## src/median_filtered_boost_regulator_unit_assert.svh

```systemverilog
// Assertion macros for the median filtered boost regulator.
`ifndef MEDIAN_FILTERED_BOOST_REGULATOR_UNIT_ASSERT_SVH
`define MEDIAN_FILTERED_BOOST_REGULATOR_UNIT_ASSERT_SVH
`ifndef SYNTH
`define MFBR_ASSERT(label, prop, msg) \
   label: assert property (@(posedge clock) disable iff (reset) prop) else $error(msg);
`define MFBR_NEVER(label, cond, msg) \
   label: assert property (@(posedge clock) disable iff (reset) !(cond)) else $error(msg);
`else
`define MFBR_ASSERT(label, prop, msg)
`define MFBR_NEVER(label, cond, msg)
`endif
`endif

```

## src/mfbr_pkg.sv

```systemverilog
// Package: constants, types and register map of the median filtered boost regulator.
`timescale 1ns / 1ps
package mfbr_pkg;
   localparam int WINDOW = 7;
   localparam int DATA_W = 8;
   localparam int IDX_W = (WINDOW > 1) ? $clog2(WINDOW) : 1;
   localparam int CNT_W = $clog2(WINDOW + 1);
   localparam int MEM_AW = IDX_W + 1;
   localparam int MEM_DEPTH = 2 ** MEM_AW;
   localparam int CSR_AW = 5;
   localparam int CSR_DW = 32;

   localparam logic [DATA_W-1:0] RST_DUTY_MAX = 8'd46;
   localparam logic [DATA_W-1:0] RST_CURRENT_TARGET = 8'd186;
   localparam logic [DATA_W-1:0] RST_BAND_BELOW = 8'd10;
   localparam logic [DATA_W-1:0] RST_BAND_ABOVE = 8'd15;
   localparam logic [DATA_W-1:0] RST_VOLTAGE_LIMIT = 8'd254;
   localparam logic [DATA_W-1:0] RST_OVERVOLTAGE_STEP = 8'd2;

   typedef enum logic [2:0] {
      REG_DUTY_MAX         = 3'd0,
      REG_CURRENT_TARGET   = 3'd1,
      REG_BAND_BELOW       = 3'd2,
      REG_BAND_ABOVE       = 3'd3,
      REG_VOLTAGE_LIMIT    = 3'd4,
      REG_OVERVOLTAGE_STEP = 3'd5
   } reg_index_type;

   typedef enum logic [1:0] {
      ST_IDLE   = 2'd0,
      ST_LOAD   = 2'd1,
      ST_SORT   = 2'd2,
      ST_FINISH = 2'd3
   } state_type;

   typedef enum logic {
      CHAN_CURRENT = 1'b0,
      CHAN_VOLTAGE = 1'b1
   } chan_type;

   typedef struct packed {
      logic shift;
      logic swap;
      logic odd;
   } sort_ctl_type;
endpackage

```

## src/mfbr_median.sv

```systemverilog
// Window sort register: shift-in of window samples and odd-even transposition passes.
`timescale 1ns / 1ps
module mfbr_median
   import mfbr_pkg::*;
(
   input  logic              clock,
   input  sort_ctl_type      ctl,
   input  logic [DATA_W-1:0] din,
   output logic [DATA_W-1:0] median
);
   logic [DATA_W-1:0] sort_ff [WINDOW];
   logic [DATA_W-1:0] sort_in [WINDOW];

   always_comb begin
      for (int i = 0; i < WINDOW; i++) begin
         sort_in[i] = sort_ff[i];
      end
      if (ctl.shift) begin
         for (int i = 0; i < WINDOW - 1; i++) begin
            sort_in[i] = sort_ff[i+1];
         end
         sort_in[WINDOW-1] = din;
      end else if (ctl.swap) begin
         for (int i = 0; i < WINDOW - 1; i++) begin
            if (((i % 2) == 1) == ctl.odd && sort_ff[i] > sort_ff[i+1]) begin
               sort_in[i] = sort_ff[i+1];
               sort_in[i+1] = sort_ff[i];
            end
         end
      end
   end

   always_ff @(posedge clock) begin
      for (int i = 0; i < WINDOW; i++) begin
         sort_ff[i] <= sort_in[i];
      end
   end

   assign median = sort_ff[WINDOW/2];
endmodule

```

## src/median_filtered_boost_regulator_unit.sv

```systemverilog
// Top level: sample windows in memory, median sequencer, duty regulation and APB registers.
`timescale 1ns / 1ps
`include "median_filtered_boost_regulator_unit_assert.svh"
// Usage:
// req_ carries one ADC item (sample, channel: 0 current, 1 voltage); it is taken at an
// edge with req_valid high and req_stall low. Each channel fills a window of WINDOW
// samples held in a window memory with one write and one read port. An item that does
// not complete its window is taken and req_stall stays low.
// The item that completes a window raises req_stall while the sequencer reads the
// window out of the memory into the sort register (ST_LOAD), runs odd-even
// compare-swap passes (ST_SORT) and takes the median (ST_FINISH).
// A completed current window updates the current level and gives no rsp_ item.
// A completed voltage window updates the duty and loads the rsp_ output register; rsp_valid
// rises at the edge that leaves ST_FINISH. The rsp_ item holds while rsp_stall is
// high; a further voltage window waits in ST_FINISH until the register is free.
// No new item is taken until the sequencer is back in ST_IDLE.
// Reset (synchronous, active high) empties both windows, clears current level and duty,
// drops rsp_valid and loads the register defaults. The csr_ APB port is always ready.
module median_filtered_boost_regulator_unit
   import mfbr_pkg::*;
(
   input  logic              clock,
   input  logic              reset,
   input  logic              req_valid,
   output logic              req_stall,
   input  logic [DATA_W-1:0] req_sample,
   input  logic              req_channel,
   output logic              rsp_valid,
   input  logic              rsp_stall,
   output logic [DATA_W-1:0] rsp_duty,
   output logic [DATA_W-1:0] rsp_current_level,
   output logic [DATA_W-1:0] rsp_voltage_level,
   output logic              rsp_overvoltage,
   input  logic              csr_psel,
   input  logic              csr_penable,
   input  logic              csr_pwrite,
   input  logic [CSR_AW-1:0] csr_paddr,
   input  logic [CSR_DW-1:0] csr_pwdata,
   output logic [CSR_DW-1:0] csr_prdata,
   output logic              csr_pready
);
   logic [DATA_W-1:0] duty_max_ff, current_target_ff, band_below_ff;
   logic [DATA_W-1:0] band_above_ff, voltage_limit_ff, overvoltage_step_ff;
   reg_index_type     csr_index;
   logic              csr_write;

   state_type         state_ff, state_in;
   chan_type          chan_ff, chan_in;
   logic [CNT_W-1:0]  cnt_ff, cnt_in;
   logic [IDX_W-1:0]  cur_fill_ff, cur_fill_in, volt_fill_ff, volt_fill_in;
   logic [IDX_W-1:0]  fill_sel;
   logic              fill_full;
   logic              req_take;

   logic [DATA_W-1:0] mem [MEM_DEPTH];
   logic [DATA_W-1:0] rd_data_ff;
   logic [MEM_AW-1:0] rd_addr;

   sort_ctl_type      sort_ctl;
   logic [DATA_W-1:0] median;

   logic [DATA_W-1:0] cur_med_ff, cur_med_in;
   logic [DATA_W-1:0] duty_ff, duty_in;
   logic              over;
   logic              hold;
   logic              rsp_load;
   logic              rsp_valid_ff, rsp_valid_in;
   logic [DATA_W-1:0] rsp_duty_ff, rsp_cur_ff, rsp_volt_ff;
   logic              rsp_over_ff;

   // Configuration registers
   assign csr_pready = 1'b1;
   assign csr_index = reg_index_type'(csr_paddr[4:2]);
   assign csr_write = csr_psel && csr_penable && csr_pwrite && csr_pready;

   always_ff @(posedge clock) begin
      if (reset) begin
         duty_max_ff <= RST_DUTY_MAX;
         current_target_ff <= RST_CURRENT_TARGET;
         band_below_ff <= RST_BAND_BELOW;
         band_above_ff <= RST_BAND_ABOVE;
         voltage_limit_ff <= RST_VOLTAGE_LIMIT;
         overvoltage_step_ff <= RST_OVERVOLTAGE_STEP;
      end else if (csr_write) begin
         case (csr_index)
            REG_DUTY_MAX: begin
               duty_max_ff <= csr_pwdata[DATA_W-1:0];
            end
            REG_CURRENT_TARGET: begin
               current_target_ff <= csr_pwdata[DATA_W-1:0];
            end
            REG_BAND_BELOW: begin
               band_below_ff <= csr_pwdata[DATA_W-1:0];
            end
            REG_BAND_ABOVE: begin
               band_above_ff <= csr_pwdata[DATA_W-1:0];
            end
            REG_VOLTAGE_LIMIT: begin
               voltage_limit_ff <= csr_pwdata[DATA_W-1:0];
            end
            REG_OVERVOLTAGE_STEP: begin
               overvoltage_step_ff <= csr_pwdata[DATA_W-1:0];
            end
            default: begin
            end
         endcase
      end
   end

   always_comb begin
      case (csr_index)
         REG_DUTY_MAX:         csr_prdata = CSR_DW'(duty_max_ff);
         REG_CURRENT_TARGET:   csr_prdata = CSR_DW'(current_target_ff);
         REG_BAND_BELOW:       csr_prdata = CSR_DW'(band_below_ff);
         REG_BAND_ABOVE:       csr_prdata = CSR_DW'(band_above_ff);
         REG_VOLTAGE_LIMIT:    csr_prdata = CSR_DW'(voltage_limit_ff);
         REG_OVERVOLTAGE_STEP: csr_prdata = CSR_DW'(overvoltage_step_ff);
         default:              csr_prdata = '0;
      endcase
   end

   // Input side and window fill
   assign req_stall = (state_ff != ST_IDLE);
   assign req_take = req_valid && !req_stall;
   assign fill_sel = req_channel ? volt_fill_ff : cur_fill_ff;
   assign fill_full = (fill_sel == IDX_W'(WINDOW - 1));

   always_ff @(posedge clock) begin
      if (req_take) begin
         mem[{req_channel, fill_sel}] <= req_sample;
      end
      rd_data_ff <= mem[rd_addr];
   end

   assign rd_addr = {chan_ff, cnt_ff[IDX_W-1:0]};

   // Regulation step
   assign over = (median >= voltage_limit_ff);
   assign hold = (chan_ff == CHAN_VOLTAGE) && rsp_valid_ff && rsp_stall;

   always_comb begin
      duty_in = duty_ff;
      if (over) begin
         if (duty_ff >= overvoltage_step_ff) begin
            duty_in = duty_ff - overvoltage_step_ff;
         end else begin
            duty_in = '0;
         end
      end else if ((9'(cur_med_ff) + 9'(band_below_ff)) < 9'(current_target_ff)) begin
         if (duty_ff < duty_max_ff) begin
            duty_in = duty_ff + 8'd1;
         end
      end else if (9'(cur_med_ff) > (9'(current_target_ff) + 9'(band_above_ff))) begin
         if (duty_ff != '0) begin
            duty_in = duty_ff - 8'd1;
         end
      end
   end

   // Sequencer
   always_comb begin
      state_in = state_ff;
      chan_in = chan_ff;
      cnt_in = cnt_ff;
      cur_fill_in = cur_fill_ff;
      volt_fill_in = volt_fill_ff;
      cur_med_in = cur_med_ff;
      rsp_load = 1'b0;
      sort_ctl = '0;
      case (state_ff)
         ST_IDLE: begin
            if (req_take) begin
               if (req_channel) begin
                  volt_fill_in = fill_full ? '0 : volt_fill_ff + 1'b1;
               end else begin
                  cur_fill_in = fill_full ? '0 : cur_fill_ff + 1'b1;
               end
               if (fill_full) begin
                  state_in = ST_LOAD;
                  chan_in = chan_type'(req_channel);
                  cnt_in = '0;
               end
            end
         end
         ST_LOAD: begin
            sort_ctl.shift = (cnt_ff != '0);
            if (cnt_ff == CNT_W'(WINDOW)) begin
               state_in = ST_SORT;
               cnt_in = '0;
            end else begin
               cnt_in = cnt_ff + 1'b1;
            end
         end
         ST_SORT: begin
            sort_ctl.swap = 1'b1;
            sort_ctl.odd = cnt_ff[0];
            if (cnt_ff == CNT_W'(WINDOW - 1)) begin
               state_in = ST_FINISH;
            end else begin
               cnt_in = cnt_ff + 1'b1;
            end
         end
         ST_FINISH: begin
            if (chan_ff == CHAN_CURRENT) begin
               cur_med_in = median;
               state_in = ST_IDLE;
            end else if (!hold) begin
               rsp_load = 1'b1;
               state_in = ST_IDLE;
            end
         end
         default: begin
            state_in = ST_IDLE;
         end
      endcase
   end

   always_ff @(posedge clock) begin
      if (reset) begin
         state_ff <= ST_IDLE;
         chan_ff <= CHAN_CURRENT;
         cnt_ff <= '0;
         cur_fill_ff <= '0;
         volt_fill_ff <= '0;
         cur_med_ff <= '0;
         duty_ff <= '0;
      end else begin
         state_ff <= state_in;
         chan_ff <= chan_in;
         cnt_ff <= cnt_in;
         cur_fill_ff <= cur_fill_in;
         volt_fill_ff <= volt_fill_in;
         cur_med_ff <= cur_med_in;
         if (rsp_load) begin
            duty_ff <= duty_in;
         end
      end
   end

   mfbr_median u_median (
      .clock  (clock),
      .ctl    (sort_ctl),
      .din    (rd_data_ff),
      .median (median)
   );

   // Output register
   always_comb begin
      rsp_valid_in = rsp_valid_ff;
      if (rsp_load) begin
         rsp_valid_in = 1'b1;
      end else if (rsp_valid_ff && !rsp_stall) begin
         rsp_valid_in = 1'b0;
      end
   end

   always_ff @(posedge clock) begin
      if (reset) begin
         rsp_valid_ff <= 1'b0;
      end else begin
         rsp_valid_ff <= rsp_valid_in;
      end
      if (rsp_load) begin
         rsp_duty_ff <= duty_in;
         rsp_cur_ff <= cur_med_ff;
         rsp_volt_ff <= median;
         rsp_over_ff <= over;
      end
   end

   assign rsp_valid = rsp_valid_ff;
   assign rsp_duty = rsp_duty_ff;
   assign rsp_current_level = rsp_cur_ff;
   assign rsp_voltage_level = rsp_volt_ff;
   assign rsp_overvoltage = rsp_over_ff;

   `MFBR_ASSERT(a_full_window_loads, (req_take && fill_full) |=> (state_ff == ST_LOAD), "full window did not start readout")
   `MFBR_ASSERT(a_rsp_from_voltage, $rose(rsp_valid_ff) |-> $past(state_ff == ST_FINISH && chan_ff == CHAN_VOLTAGE), "result without voltage window")
   `MFBR_ASSERT(a_finish_emits, (state_ff == ST_FINISH && chan_ff == CHAN_VOLTAGE && !hold) |=> (rsp_valid_ff && state_ff == ST_IDLE), "voltage window result lost")
   `MFBR_NEVER(a_sort_count, (state_ff == ST_SORT && cnt_ff > CNT_W'(WINDOW - 1)), "sort pass count overrun")
endmodule
```

## config.mk

```make
export PLATFORM = sky130hd
export DESIGN_NAME = median_filtered_boost_regulator_unit
export DESIGN_NICKNAME = d
export VERILOG_FILES = /design/src/mfbr_pkg.sv /design/src/mfbr_median.sv /design/src/median_filtered_boost_regulator_unit.sv
export VERILOG_INCLUDE_DIRS = /design/src /design/src/src
export SDC_FILE = /design/constraint.sdc
export NUM_CORES = 1
export LEC_CHECK = 0
export ABC_AREA = 1
export CAP_MARGIN = 20
export CORE_MARGIN = 2
export CORE_UTILIZATION = 64
export DETAILED_ROUTE_END_ITERATION = 8
export DONT_BUFFER_PORTS = 1
export HOLD_SLACK_MARGIN = 0.05
export PLACE_DENSITY = 0.8
export SLEW_MARGIN = 20
export SYNTH_ARGS = -nofsm -noshare
export SYNTH_HDL_FRONTEND = slang
export SYNTH_SLANG_ARGS = --single-unit
```

## constraint.sdc

```tcl
create_clock -name clock -period 3.6 [get_ports clock]
set_clock_uncertainty 0.15 [all_clocks]
set_input_delay 0 -clock clock [delete_from_list [all_inputs] [get_ports clock]]
set_output_delay 0 -clock clock [all_outputs]
set_load 0.02 [all_outputs]
```

==> flow_summary_export.csv <==
group,metric,value,unit
pwr,p_comb_share,26.3,%
cts,clock_path_buffers,3,
grt,grt_max_degree,68,
grt,gr-usage-met3,5.43,%
detailed_routing,drtPass1Iterations,8,
pwr,pwr-share-clk,31.0,%
logic_synthesis,ys_seq_area_share,51.4,%
timing,hold_viol,0,
placement,place_area,15800,µm²
min_path,hp-class,"in -> reg",
detailed_routing,avgViaCountPerCell,5.97,
timing,rsz0062_at_grt,"false",
logic_synthesis,ys_warn_count,0,
setup_path,r2r_cells,20,
min_path,hold_depth,3,
pwr,max-vdd-ir-drop,0.479,mV
placement,numPortBuffers,0,
cts,h-tree-depth,1,
grt,grt_pass1_vias,11700,
cts,worstSkewPairLatency,0.58,ns
logic_synthesis,synthMuxAreaShare,0,%
final_layout,top_register,"mem",
flow_run,maxCapViolations,0,
pwr,p_per_area,577,nW/µm²
detailed_routing,drtIter0Drc,1314,
logic_synthesis,syn_area,15500,µm²
timing,fin_ws,0.240,ns
cts,cts.clk_slew.worst_paths,0.06,ns
final_layout,drive_above_1_share,7.78,%
placement,gp_congestion,0.932,
placement,dpl.hpwl,26400,µm
logic_synthesis,synth_largest_area_cell,"edfxtp_1",
detailed_routing,routed_wl,38400,µm
detailed_routing,wl_per_cell,18.9,µm
detailed_routing,drc,0,
die,dieArea,25500,µm²
final_layout,area_delta_synth_final,10.7,%
detailed_routing,vias,12100,
logic_synthesis,synthAdderAreaFrac,9.66,%
final_layout,largest_registers,"mem x128, u_median.sort_ff x56",
timing,fmax,298,MHz
final_layout,stdcell_area,17200,µm²
timing,fin_tns_setup,0,ns
grt,gr-total-overflow,0,
die,ios,113,
logic_synthesis,synth_commonest_cells,"nand2_1 (285), edfxtp_1 (209), inv_1 (185)",
logic_synthesis,synth_top_family_by_area,"simple AND/OR/NAND/NOR gates",
grt,antenna_found_initial,3,
setup_path,cp.arrival,3.51,ns
cts,clock-sinks,294,
timing,relSlewSlack,37.1,%
logic_synthesis,synth_area_leaders,"edfxtp_1 (40%), dfxtp_1 (11%), ha_1 (9.3%)",
timing,worst_slew_pin_slew,0.939,ns
grt,grt_pass1_wl,61300,µm
die,die_h,160,µm
pwr,leakagePower,0.00728,µW
status,status,"finished, final reports clean",
logic_synthesis,synth-main-ff-cell,"edfxtp_1",
logic_synthesis,yosys.area_share.simple,15.9,%
timing,maxSlewViolCount,0,
logic_synthesis,yosysTopAreaCellShare,40.4,%
cts,clockRootBuffer,"clkbuf_16",
cts,cts_tree,"yes",
final_layout,nNetsFinal,1857,
logic_synthesis,synth_most_common_cell,"nand2_1",
logic_synthesis,synth_cell_types,53,
logic_synthesis,syn_area_per_cell,9.45,µm²
final_layout,largest_reg_flops,128,
detailed_routing,postRouteAntennaNets,0,
timing,period_needed,3.36,ns
setup_path,crit_path_max_fanout,9,
placement,dp_cells,1936,
die,start_util,65.7,%
setup_path,end_kind,"flop",
die,core,23600,µm²
logic_synthesis,synth_compound_area_share,14.5,%
grt,use_met2,47.8,%
logic_synthesis,synthXorXnorAreaFrac,1.13,%
logic_synthesis,synth_edf_count,209,
die,placementRows,56,
timing,setup_viol,0,
setup_path,crit_required,3.75,ns
grt,use_met1,42.3,%
placement,dp_worst_setup_slack,0.204,ns
pwr,seq_power_share,42.7,%
logic_synthesis,synthArstFlopShare,0,%
setup_path,cp-start-kind,"flop",
pwr,swShare,33.3,%
pwr,internal-power,6610,µW
timing,timing.hold.ws,0.153,ns
setup_path,path_class,"reg -> reg",
final_layout,final_cells,2034,
grt,busiest_layer,"met2",
die,die_w,160,µm
logic_synthesis,synth-seq-cells,294,
cts,numCtsBuffers,30,
logic_synthesis,netlist_instances,1642,
pwr,p_sw,3300,µW
timing,finalCritPeriodShare,93.3,%
grt,grt_util_all_layers,30.0,%
==> per-stage QoR <==
step,util [%],power (µW)
3_3_place_gp,66.8,6670
3_5_place_dp,66.8,6770
6_report,72.7,9910
2_1_floorplan,-,6060
5_1_grt,72.7,10400
4_1_cts,72.5,9890
==> placed cells by master, fill, tap and decap left out, types with 5 or more instances in the layout <==
cell type      instances
buf_4                 23
nand2_1              285
nand4_1               14
nand2_2                9
nor2_1               137
o22ai_1               29
dfxtp_1               82
o31ai_1                8
a21oi_1              103
edfxtp_1             209
clkinv_2               8
nor2_2                 5
inv_1                185
nor3_1                12
conb_1                25
inv_2                 10
o221ai_1              29
o21ai_0              146
xnor2_1                6
clkinv_1              10
a31oi_1                6
a22oi_1                6
o211ai_1              22
o21a_1                 6
diode_2                5
ha_1                 114
dlygate4sd3_1         34
nand3_1               76
clkbuf_16             30
a21oi_2                5
xor2_1                14
==> routing by layer <==
layer / up-vias / wire length, µm
met1: 5630 / 16000
met5: - / 0
li1: 5774 / -
met4: 0 / 1090
met3: 84 / 3840
met2: 647 / 17500
==> critical path, stage by stage, from the launching register on <==
cell	delay, ns
dfxtp_1	0.43
ha_1	0.22
inv_1	0.06
fa_1	0.40
inv_1	0.09
a31oi_1	0.10
xor2_1	0.16
ha_1	0.32
nand2_1	0.06
nor2_1	0.17
nand2_1	0.07
nand3_1	0.11
nand2_1	0.07
nand2_2	0.20
nand2_4	0.12
nand2_1	0.08
nand2_1	0.05
nand2_1	0.05
nand2_1	0.05
nand2_1	0.07
nand2_1	0.08
==> repair_timing <==
item                       4_1_cts  5_1_grt
hold buffers                    35        0
hold endpoints to repair       358        0
buffers inserted                 0        2
setup endpoints to repair        0       16
resized for setup                0        7
==> power by group through the flow <==
stage | Sequential, µW | Clock, µW | Combinational [µW]
floorplan | 4230 | 0 | 1830
global placement | 4290 | 0 | 2380
detailed placement | 4290 | 0 | 2470
CTS | 4220 | 3090 | 2570
global route | 4260 | 3220 | 2930
finish | 4230 | 3070 | 2610
==> layout make-up <==
| cell class | instances | area, µm² |
|---|---|---|
| Clock buffer | 32 | 768 |
| Sequential cell | 294 | 7980 |
| Antenna cell | 5 | 12.5 |
| Inverter | 196 | 736 |
| Clock inverter | 24 | 218 |
| Fill cell | 1737 | 6430 |
| Tap cell | 319 | 399 |
| Multi-Input combinational cell | 1106 | 6530 |
| Timing Repair Buffer | 58 | 533 |
==> worst paths after layout <==
check | start | slack (ns) | to
max | current_target_ff[0] | 0.24 | rsp_duty[4]
min | rsp_stall | 0.15 | rsp_valid
max reg2reg | current_target_ff[0] | 0.24 | rsp_duty[4]
min reg2reg | overvoltage_step_ff[5] | 0.35 | overvoltage_step_ff[5]
==> cells by family after synthesis <==
logic type | Yosys count
DFF | 294
other | 2
xor gates and xnor gates | 20
AOI/OAI and AO/OA | 381
adders and majority gates | 118
and+or+nand+nor | 562
buffers and inverters | 265
Power figures use the tool's default switching activity.
